## config.mk

```make
export PLATFORM = sky130hd
export DESIGN_NAME = tlv_stream_parser
export DESIGN_NICKNAME = d
export VERILOG_FILES = /design/src/hw/rtl/tsp_pkg.sv /design/src/hw/rtl/tlv_stream_parser.sv
export SDC_FILE = /design/constraint.sdc
export NUM_CORES = 1
export LEC_CHECK = 0
export BUFFER_PORTS_ARGS = -buffer_cell sky130_fd_sc_hd__buf_2
export CAP_MARGIN = 25
export CELL_PAD_IN_SITES_DETAIL_PLACEMENT = 1
export CELL_PAD_IN_SITES_GLOBAL_PLACEMENT = 1
export CORE_MARGIN = 3
export CORE_UTILIZATION = 30
export DETAILED_ROUTE_END_ITERATION = 10
export PLACE_DENSITY = 0.65
export SLEW_MARGIN = 20
export SYNTH_ARGS = -nofsm -noshare
export SYNTH_HDL_FRONTEND = slang
export SYNTH_SLANG_ARGS = --single-unit
```

## constraint.sdc

```tcl
create_clock -name aclk -period 4.2 [get_ports aclk]
set_clock_uncertainty 0.1 [all_clocks]
set_input_delay 0 -clock aclk [delete_from_list [all_inputs] [get_ports aclk]]
set_output_delay 0 -clock aclk [all_outputs]
set_load 0.005 [all_outputs]
```

## src/hw/rtl/tsp_pkg.sv

```systemverilog
`default_nettype none

package tsp_pkg;

    localparam int unsigned IN_DATA_W  = 8;
    localparam int unsigned TAG_W      = 16;
    localparam int unsigned LEN_W      = 32;
    localparam int unsigned BYTE_W     = 8;
    localparam int unsigned OUT_DATA_W = TAG_W + LEN_W + BYTE_W + LEN_W;
    localparam int unsigned OUT_USER_W = 3;

    // header byte counter codes
    localparam logic [2:0] HDR_TAG_HI = 3'd0;
    localparam logic [2:0] HDR_TAG_LO = 3'd1;
    localparam logic [2:0] HDR_LEN_LO = 3'd5;
    localparam logic [2:0] HDR_DONE   = 3'd6;
    localparam logic [31:0] HDR_BYTES = 32'd6;

    localparam int unsigned USR_IS_VALUE  = 0;
    localparam int unsigned USR_FIELD_END = 1;
    localparam int unsigned USR_TRUNCATED = 2;

endpackage

`default_nettype wire

```

## src/hw/rtl/tlv_stream_parser.sv

```systemverilog
`default_nettype none

// Byte-serial parser for big-endian TLV records (16-bit tag, 32-bit length,
// value bytes). Each request on the s_ side carries one byte and yields exactly
// one registered request on the m_ side; a new byte is taken every cycle
// while the output register is empty or being drained. Writing cfg_wr_data
// sets the buffer length and restarts parsing. Truncation (short header or a
// declared length beyond the buffer or beyond LENGTH_WIDTH bits) is sticky
// until the next write; bytes past the buffer end give an all-zero result.
module tlv_stream_parser #(
    parameter int unsigned LENGTH_WIDTH = 32
) (
    input  wire logic                            aclk,
    input  wire logic                            aresetn,
    input  wire logic                            cfg_wr_en,
    input  wire logic [tsp_pkg::LEN_W-1:0]       cfg_wr_data,
    input  wire logic                            s_tvalid,
    output logic                                 s_tready,
    input  wire logic [tsp_pkg::IN_DATA_W-1:0]   s_tdata,   // data_byte
    output logic                                 m_tvalid,
    input  wire logic                            m_tready,
    // out_tag, out_length, out_byte, out_offset
    output logic [tsp_pkg::OUT_DATA_W-1:0]       m_tdata,
    output logic [tsp_pkg::OUT_USER_W-1:0]       m_tuser,   // is_value, field_end, truncated
    output logic                                 m_tlast    // buffer_end
);
    import tsp_pkg::*;

    localparam logic [LEN_W-1:0] LenMax = LEN_W'((64'd1 << LENGTH_WIDTH) - 64'd1);

    logic [LEN_W-1:0]      buf_len_reg;
    logic [LEN_W-1:0]      byte_pos_reg, byte_pos_next;
    logic [2:0]            hdr_cnt_reg, hdr_cnt_next;
    logic [TAG_W-1:0]      tag_reg, tag_next;
    logic [LEN_W-1:0]      len_reg, len_next;
    logic [LEN_W-1:0]      val_idx_reg, val_idx_next;
    logic                  err_reg, err_next;
    logic                  m_valid_reg;
    logic [OUT_DATA_W-1:0] m_data_reg, m_data_next;
    logic [OUT_USER_W-1:0] m_user_reg, m_user_next;
    logic                  m_last_reg, m_last_next;

    logic             accept;
    logic             past_end;
    logic [LEN_W-1:0] remaining;
    logic [LEN_W-1:0] shifted_len;
    logic [LEN_W-1:0] idx_inc;
    logic [BYTE_W-1:0] o_byte;
    logic [LEN_W-1:0] o_off;
    logic             is_val, f_end, trunc;

    assign s_tready = !m_valid_reg || m_tready;
    assign accept   = s_tvalid && s_tready;
    assign m_tvalid = m_valid_reg;
    assign m_tdata  = m_data_reg;
    assign m_tuser  = m_user_reg;
    assign m_tlast  = m_last_reg;

    assign past_end    = byte_pos_reg >= buf_len_reg;
    assign remaining   = buf_len_reg - byte_pos_reg;
    assign shifted_len = {len_reg[LEN_W-BYTE_W-1:0], s_tdata};
    assign idx_inc     = val_idx_reg + 1'b1;

    always_comb begin
        byte_pos_next = byte_pos_reg;
        hdr_cnt_next  = hdr_cnt_reg;
        tag_next      = tag_reg;
        len_next      = len_reg;
        val_idx_next  = val_idx_reg;
        err_next      = err_reg;
        o_byte        = '0;
        o_off         = '0;
        is_val        = 1'b0;
        f_end         = 1'b0;
        trunc         = 1'b0;
        if (!past_end) begin
            byte_pos_next = byte_pos_reg + 1'b1;
            if (err_reg) begin
                trunc = 1'b1;
            end else if (hdr_cnt_reg >= HDR_DONE) begin
                is_val       = 1'b1;
                o_byte       = s_tdata;
                o_off        = val_idx_reg;
                val_idx_next = idx_inc;
                if (idx_inc >= len_reg) begin
                    f_end        = 1'b1;
                    hdr_cnt_next = HDR_TAG_HI;
                end
            end else if (hdr_cnt_reg == HDR_TAG_HI) begin
                tag_next     = '0;
                len_next     = '0;
                val_idx_next = '0;
                if (remaining < HDR_BYTES) begin
                    err_next = 1'b1;
                    trunc    = 1'b1;
                end else begin
                    tag_next     = {s_tdata, 8'd0};
                    hdr_cnt_next = HDR_TAG_LO;
                end
            end else if (hdr_cnt_reg == HDR_TAG_LO) begin
                tag_next     = {tag_reg[TAG_W-1:8], s_tdata};
                hdr_cnt_next = hdr_cnt_reg + 1'b1;
            end else begin
                len_next     = shifted_len;
                hdr_cnt_next = hdr_cnt_reg + 1'b1;
                if (hdr_cnt_reg == HDR_LEN_LO) begin
                    // bytes left after this one is remaining - 1
                    if (shifted_len > LenMax || shifted_len >= remaining) begin
                        err_next     = 1'b1;
                        trunc        = 1'b1;
                        hdr_cnt_next = HDR_TAG_HI;
                    end else if (shifted_len == '0) begin
                        f_end        = 1'b1;
                        hdr_cnt_next = HDR_TAG_HI;
                    end
                end
            end
            m_data_next = {o_off, o_byte, len_next, tag_next};
            m_last_next = remaining == 32'd1;
        end else begin
            m_data_next = '0;
            m_last_next = 1'b0;
        end
        m_user_next                = '0;
        m_user_next[USR_IS_VALUE]  = is_val;
        m_user_next[USR_FIELD_END] = f_end;
        m_user_next[USR_TRUNCATED] = trunc;
    end

    always_ff @(posedge aclk) begin
        if (!aresetn) begin
            buf_len_reg  <= '0;
            byte_pos_reg <= '0;
            hdr_cnt_reg  <= HDR_TAG_HI;
            tag_reg      <= '0;
            len_reg      <= '0;
            val_idx_reg  <= '0;
            err_reg      <= 1'b0;
            m_valid_reg  <= 1'b0;
        end else begin
            if (cfg_wr_en) begin
                buf_len_reg  <= cfg_wr_data;
                byte_pos_reg <= '0;
                hdr_cnt_reg  <= HDR_TAG_HI;
                tag_reg      <= '0;
                len_reg      <= '0;
                val_idx_reg  <= '0;
                err_reg      <= 1'b0;
            end else if (accept) begin
                byte_pos_reg <= byte_pos_next;
                hdr_cnt_reg  <= hdr_cnt_next;
                tag_reg      <= tag_next;
                len_reg      <= len_next;
                val_idx_reg  <= val_idx_next;
                err_reg      <= err_next;
            end
            if (accept) begin
                m_valid_reg <= 1'b1;
            end else if (m_tready) begin
                m_valid_reg <= 1'b0;
            end
        end
    end

    always_ff @(posedge aclk) begin
        if (accept) begin
            m_data_reg <= m_data_next;
            m_user_reg <= m_user_next;
            m_last_reg <= m_last_next;
        end
    end

endmodule

`default_nettype wire
```

---- Yosys cells after proc, flatten, opt, wreduce, memory -nomap -nowiden ----
Cells that the tools add are included.
word-level totals
  flip-flop bits (word level) ............. 241
  logic and storage cells ................. 82
  input port bits ......................... 45
  output and inout bits ................... 94
cells by class
  $lt $le $gt $ge ......................... 6
  bitwise gates (word level) .............. 4
  equality and inequality tests ........... 5
  add/sub/neg operators ................... 4
  multiplexer cells ....................... 36
  reductions and logical operators ........ 14
operator list
  operator                                                                       count
  32-bit 2-to-1 mux                                                              6
  32-bit greater-or-equal comparator                                             3
  32-bit by 1-bit adder with 32-bit output, second input constant                2
  16-bit 2-to-1 mux                                                              4
  32-bit by 1-bit == test with 1-bit output, second input constant               1
  32-bit greater-than comparator, second input constant                          1
  32-bit logical NOT                                                             1
  32-bit by 3-bit less-than comparator with 1-bit output, second input constant  1
  32-bit subtractor                                                              1
  3-bit 2-to-1 mux                                                               8
  1-bit 2-to-1 mux                                                               17
  8-bit 2-to-1 mux                                                               1
  5-bit AND reduction                                                            1
  1-bit inverter                                                                 4
  4-bit AND reduction                                                            1
  2-bit nonzero test                                                             2
  2-bit OR reduction                                                             2
  3-bit by 1-bit adder with 3-bit output, second input constant                  1
  3-bit by 1-bit == test with 1-bit output, second input constant                1
  3-bit == test, second input constant                                           1
  3-bit greater-or-equal comparator, second input constant                       1
  3-bit logical NOT                                                              1
  3-bit inequality test, second input constant                                   1
  3-bit OR reduction                                                             1
  other kinds (5)                                                                6

---- Logic depth before layout (Yosys ltp) ----
  word-level depth ........................ 9
  mapped depth ............................ 20
  depth with buffers taken out ............ 20

---- Worst setup path before layout ----
OpenSTA, ideal clock, no wires.
  path type ............................... reg2reg
  start point ............................. register m_valid_reg, in the netlist m_tvalid
  end point ............................... register byte_pos_reg[28]
  setup time .............................. 0.128 ns
  buffers on the path ..................... 1
  clock period less this slack ............ 4.153 ns
  data required time ...................... 3.972 ns
  setup slack ............................. 0.047 ns
  stages on the path, launching flop included .. 10
  arrival ................................. 3.926 ns
  cell sequence ........................... dfxtp_1 > nand2b_1 > nand2_1 > inv_1 > o211ai_1 > clkbuf_1 > nor4_1 > nand3_1 > xnor2_1 > nor2_1
between the ends
  word-level cells in the longest chain between the ends .. 4
RTL lines
  item                                  RTL line                  RTL
  start: declaration                    tlv_stream_parser.sv:38   logic m_valid_reg;
  start signal: assignment              tlv_stream_parser.sv:139  m_valid_reg <= 1'b0;
  start signal: assignment              tlv_stream_parser.sv:158  m_valid_reg <= 1'b1;
  start signal: assignment              tlv_stream_parser.sv:160  m_valid_reg <= 1'b0;
  1-bit logical NOT                     tlv_stream_parser.sv:52   assign s_tready = !m_valid_reg || m_tready;
  1-bit logical OR                      tlv_stream_parser.sv:52
  named net s_tready                    tlv_stream_parser.sv:18   output logic s_tready,
  1-bit logical AND                     tlv_stream_parser.sv:53   assign accept = s_tvalid && s_tready;
  named net accept                      tlv_stream_parser.sv:43   logic accept;
  2-bit AND reduction (no source line)  --
  end signal: assignment                tlv_stream_parser.sv:150  byte_pos_reg <= byte_pos_next;
  end: declaration                      tlv_stream_parser.sv:32   logic [LEN_W-1:0] byte_pos_reg, byte_pos_next;
The timed path passes the listed nets, and every way through them passes these cells.
A chain may end at the register's enable or synchronous reset.

---- Worst setup path in the final report ----
  start point ............................. register buf_len_reg[0]
  end point ............................... register m_user_reg[2], in the netlist m_tuser[2] (data pin)
between the ends
  word-level cells in the longest chain between the ends .. 9
  elaborated cells on any way between the ends .. 12
  those cells by class .................... 1 x add/sub; 3 x order compare; 7 x mux; 1 x reduce/logical
RTL lines
  item                                RTL line                  RTL
  start: declaration                  tlv_stream_parser.sv:31   logic [LEN_W-1:0] buf_len_reg;
  start signal: assignment            tlv_stream_parser.sv:142  buf_len_reg <= cfg_wr_data;
  32-bit subtractor                   tlv_stream_parser.sv:60   assign remaining = buf_len_reg - byte_pos_reg;
  32-bit greater-or-equal comparator  tlv_stream_parser.sv:108  if (shifted_len > LenMax || shifted_len >= remaining) begin
  1-bit logical OR                    tlv_stream_parser.sv:108
  1-bit 2-to-1 mux                    tlv_stream_parser.sv:108
  1-bit 2-to-1 mux                    tlv_stream_parser.sv:106  if (hdr_cnt_reg == HDR_LEN_LO) begin
  1-bit 2-to-1 mux                    tlv_stream_parser.sv:100  end else if (hdr_cnt_reg == HDR_TAG_LO) begin
  1-bit 2-to-1 mux                    tlv_stream_parser.sv:89   end else if (hdr_cnt_reg == HDR_TAG_HI) begin
  1-bit 2-to-1 mux                    tlv_stream_parser.sv:80   end else if (hdr_cnt_reg >= HDR_DONE) begin
  1-bit 2-to-1 mux                    tlv_stream_parser.sv:78   if (err_reg) begin
  end signal: assignment              tlv_stream_parser.sv:168  m_user_reg <= m_user_next;
  end: declaration                    tlv_stream_parser.sv:40   logic [OUT_USER_W-1:0] m_user_reg, m_user_next;
Several ways; a longest one is shown, not always the timed one.

==> flow_summary.ini <==
[run_status]
status = finished, final reports clean

[floorplan]
fp.dieArea_um2 = 49700
fp.dieH_um = 223
initial_core_util = 0.307
die_w_um = 223
coreArea_um2 = 46000
row_count = 78
pin_count = 139

[timing]
fin_crit_ns = 4.14
timing.fmax_ghz = 0.242
slew_headroom = 0.334
whs_ns = 0.153
slew_viol_final = 0
worst_slew_pin_slew_ns = 0.992
setup_viol = 0
post-route-period-util = 0.986
rsz0062_at_grt = true
tns_ns = 0
setup_ws_ns = 0.0609
hold_violations = 0

[power]
p_int_mw = 4.79
total_power_mw = 6.63
sequentialPowerShare = 0.382
pwr_density_cell_nw_per_um2 = 358
combPwrFrac = 0.196
switching_power_mw = 1.83
p_sw_frac = 0.277
peakVddDrop_mv = 0.282
power.leakage_nw = 7.49
pwr-share-clk = 0.423

[cts]
worstSkewPairLatency_ns = 0.57
cts_inserted_buffers = 29
clockRootBuffer = clkbuf_16
cts_tree = yes
htree_levels = 1
path_clk_slew_ns = 0.06
cts_sinks = 241
cts_max_path_buffers = 3

[routing]
dr.first_iter.drc_count = 561
wl_per_cell_um = 19.2
first_pass_iters = 6
ant_nets = 0
wirelength_um = 47600
num_vias = 12900
avgViaCountPerCell = 5.21
remaining_drc_errors = 0

[setup_path]
path_max_fanout = 2
slowest_delay_ns = 0.38
cp-start-kind = flop
rr_worst_depth = 22
crit_type = flop to flop
endpoint_kind = flop
arrival_ns = 4.36
slowest_stage = a2111oi_4
worstReg2RegStart = buf_len_reg[0]
crit_start = buf_len_reg[0]
crit_required_ns = 4.42
cp_cell_sequence = inv_2, ha_4, inv_2, fa_2, a21oi_2, nand4b_1, a2111oi_4, buf_4, nor4_2, or3_1, and2_4, ha_4, a21o_1, a21oi_2, o21ai_2, buf_4, o211ai_1, a21oi_2, o211ai_1, buf_4, a21oi_2, o21a_1
r2r_setup_slack_ns = 0.06
r2r_end = m_tuser[2]
path_common_cell = a21oi_2

[finish]
fillers = 5256
final-seq-area_um2 = 5760
multi_input_area_um2 = 8120
finish.utilization = 0.403
final_nets = 2000
largest_reg_flops = 88
diodes = 0
drive_above_1_share = 0.231
area_growth_pct = 31.0

[min_path]
min-delay-start = aresetn
hold_class = input pin to flop
whs_path_depth = 4
min_to = err_reg

[placement]
place.port_buffers = 138
dpl_worst_slack_ns = -0.154
dpl.hpwl_um = 34900
gp_congestion = 0.917

[yosys]
synth_common_cells = 187 x nor2_1, 149 x dfxtp_1, 102 x ha_1
postSynthAreaPerCell_um2 = 9.08
yosys.area.top_type = dfxtp_1
synth_nets = 1704
synthMostInstantiatedCell = nor2_1
yosysWarnings = 0
synth_top_area_share = 0.211
synth-edff-count = 92
synthesis.area_um2 = 14100
ys.flop_type = dfxtp_1
yosys-top-cells-area = dfxtp_1 21%, edfxtp_1 20%, ha_1 9.0%
ys_seq_area_frac = 0.407
async_flop_share = 0
ys_seq_elements = 241
yosysUniqueCellTypes = 77
syn_inst = 1556

[grt]
antenna_found_initial = 0
grt_pass1_wl_um = 75000
grt_overflow = 0
grt_usage = 0.186
grt_pass1_vias = 13700
grt_max_degree = 72

[flow_run]
cap_violations = 0
[cells by family after synthesis]
group | count (synthesis) | synth area share
muxes | 36 | 0.0256
adders and majority gates | 103 | 0.0918
xor gates and xnor gates | 78 | 0.0484
DFF | 241 | 0.407
AOI/OAI and AO/OA | 352 | 0.172
and+or+nand+nor | 567 | 0.204
buffers and inverters | 179 | 0.0515
[worst max path at each step]
stage / to / cells past startpoint / slack, ns
floorplan: byte_pos_reg[28] / 9 / 0.05
global placement: hdr_cnt_reg[0] / 20 / -0.06
detailed placement: hdr_cnt_reg[0] / 17 / -0.15
CTS: hdr_cnt_reg[0] / 21 / -0.04
global route: m_tuser[2] / 22 / -0.14
finish: m_tuser[2] / 22 / 0.06
[through the flow]
| step | instance area, µm² | std cells |
|---|---|---|
| after floorplan | 14100 | 1556 |
| after global placement | 16200 | 2334 |
| after detailed placement | 16200 | 2334 |
| after CTS | 18100 | 2470 |
| after global routing | 18500 | 2475 |
| final | 18500 | 2475 |
[routing by layer]
metal,vias to the layer above,part of all wire,track usage,wire [µm]
li1,6211,-,-,-
met1,6391,0.44,0.232,20800
met2,230,0.50,0.335,23800
met3,70,0.035,0.0232,1680
met4,0,0.028,0.0539,1310
met5,-,0,0,0
[worst max-delay path, delay by kind of cell, from the launching register on]
kind	cells	cell delay, ns
buffers and inverters	5	0.54
AND/OR/NAND/NOR	4	0.80
adder cells (fa/ha/maj)	3	0.57
AO/OA/AOI/OAI	10	1.55
flip-flops	1	0.33
[final cells by class]
type                    instances  area share
multi-input cells            1136       0.439
flip-flops and latches        241       0.311
repair buffers                347       0.132
clock buffers                  35      0.0421
well taps                     600      0.0406
inverters                      97      0.0197
clock inverters                19      0.0156
[repair_timing]
item	4_1_cts	5_1_grt
hold buffers	74	0
setup endpoints to repair	6	20
endpoints found under the hold margin	88	0
buffers inserted	9	5
pin swaps	21	28
gates resized for setup	29	78
[layout by cell type (no fill, tap or decap), drive strengths merged, types with 21 or more instances in the layout]
cell         instances
nand3               49
ha                 102
nand4               42
nand2               78
mux2i               35
nor2               187
and2                47
xnor2               64
clkbuf              35
dfxtp              149
buf                273
nor2b               42
nor4                21
a21oi               81
a22oi               95
o21ai               52
inv                100
dlygate4sd3         74
nor3                28
a21o                29
edfxtp              92
[power by group through the flow]
stage | clock network [mW] | registers [mW] | logic, mW
2_1_floorplan | 0 | 2.58 | 0.696
5_1_grt | 2.97 | 2.54 | 1.42
6_report | 2.80 | 2.53 | 1.30
3_3_place_gp | 0 | 2.58 | 1.09
4_1_cts | 2.88 | 2.53 | 1.22
3_5_place_dp | 0 | 2.58 | 1.13
Power figures use the tool's default switching activity.
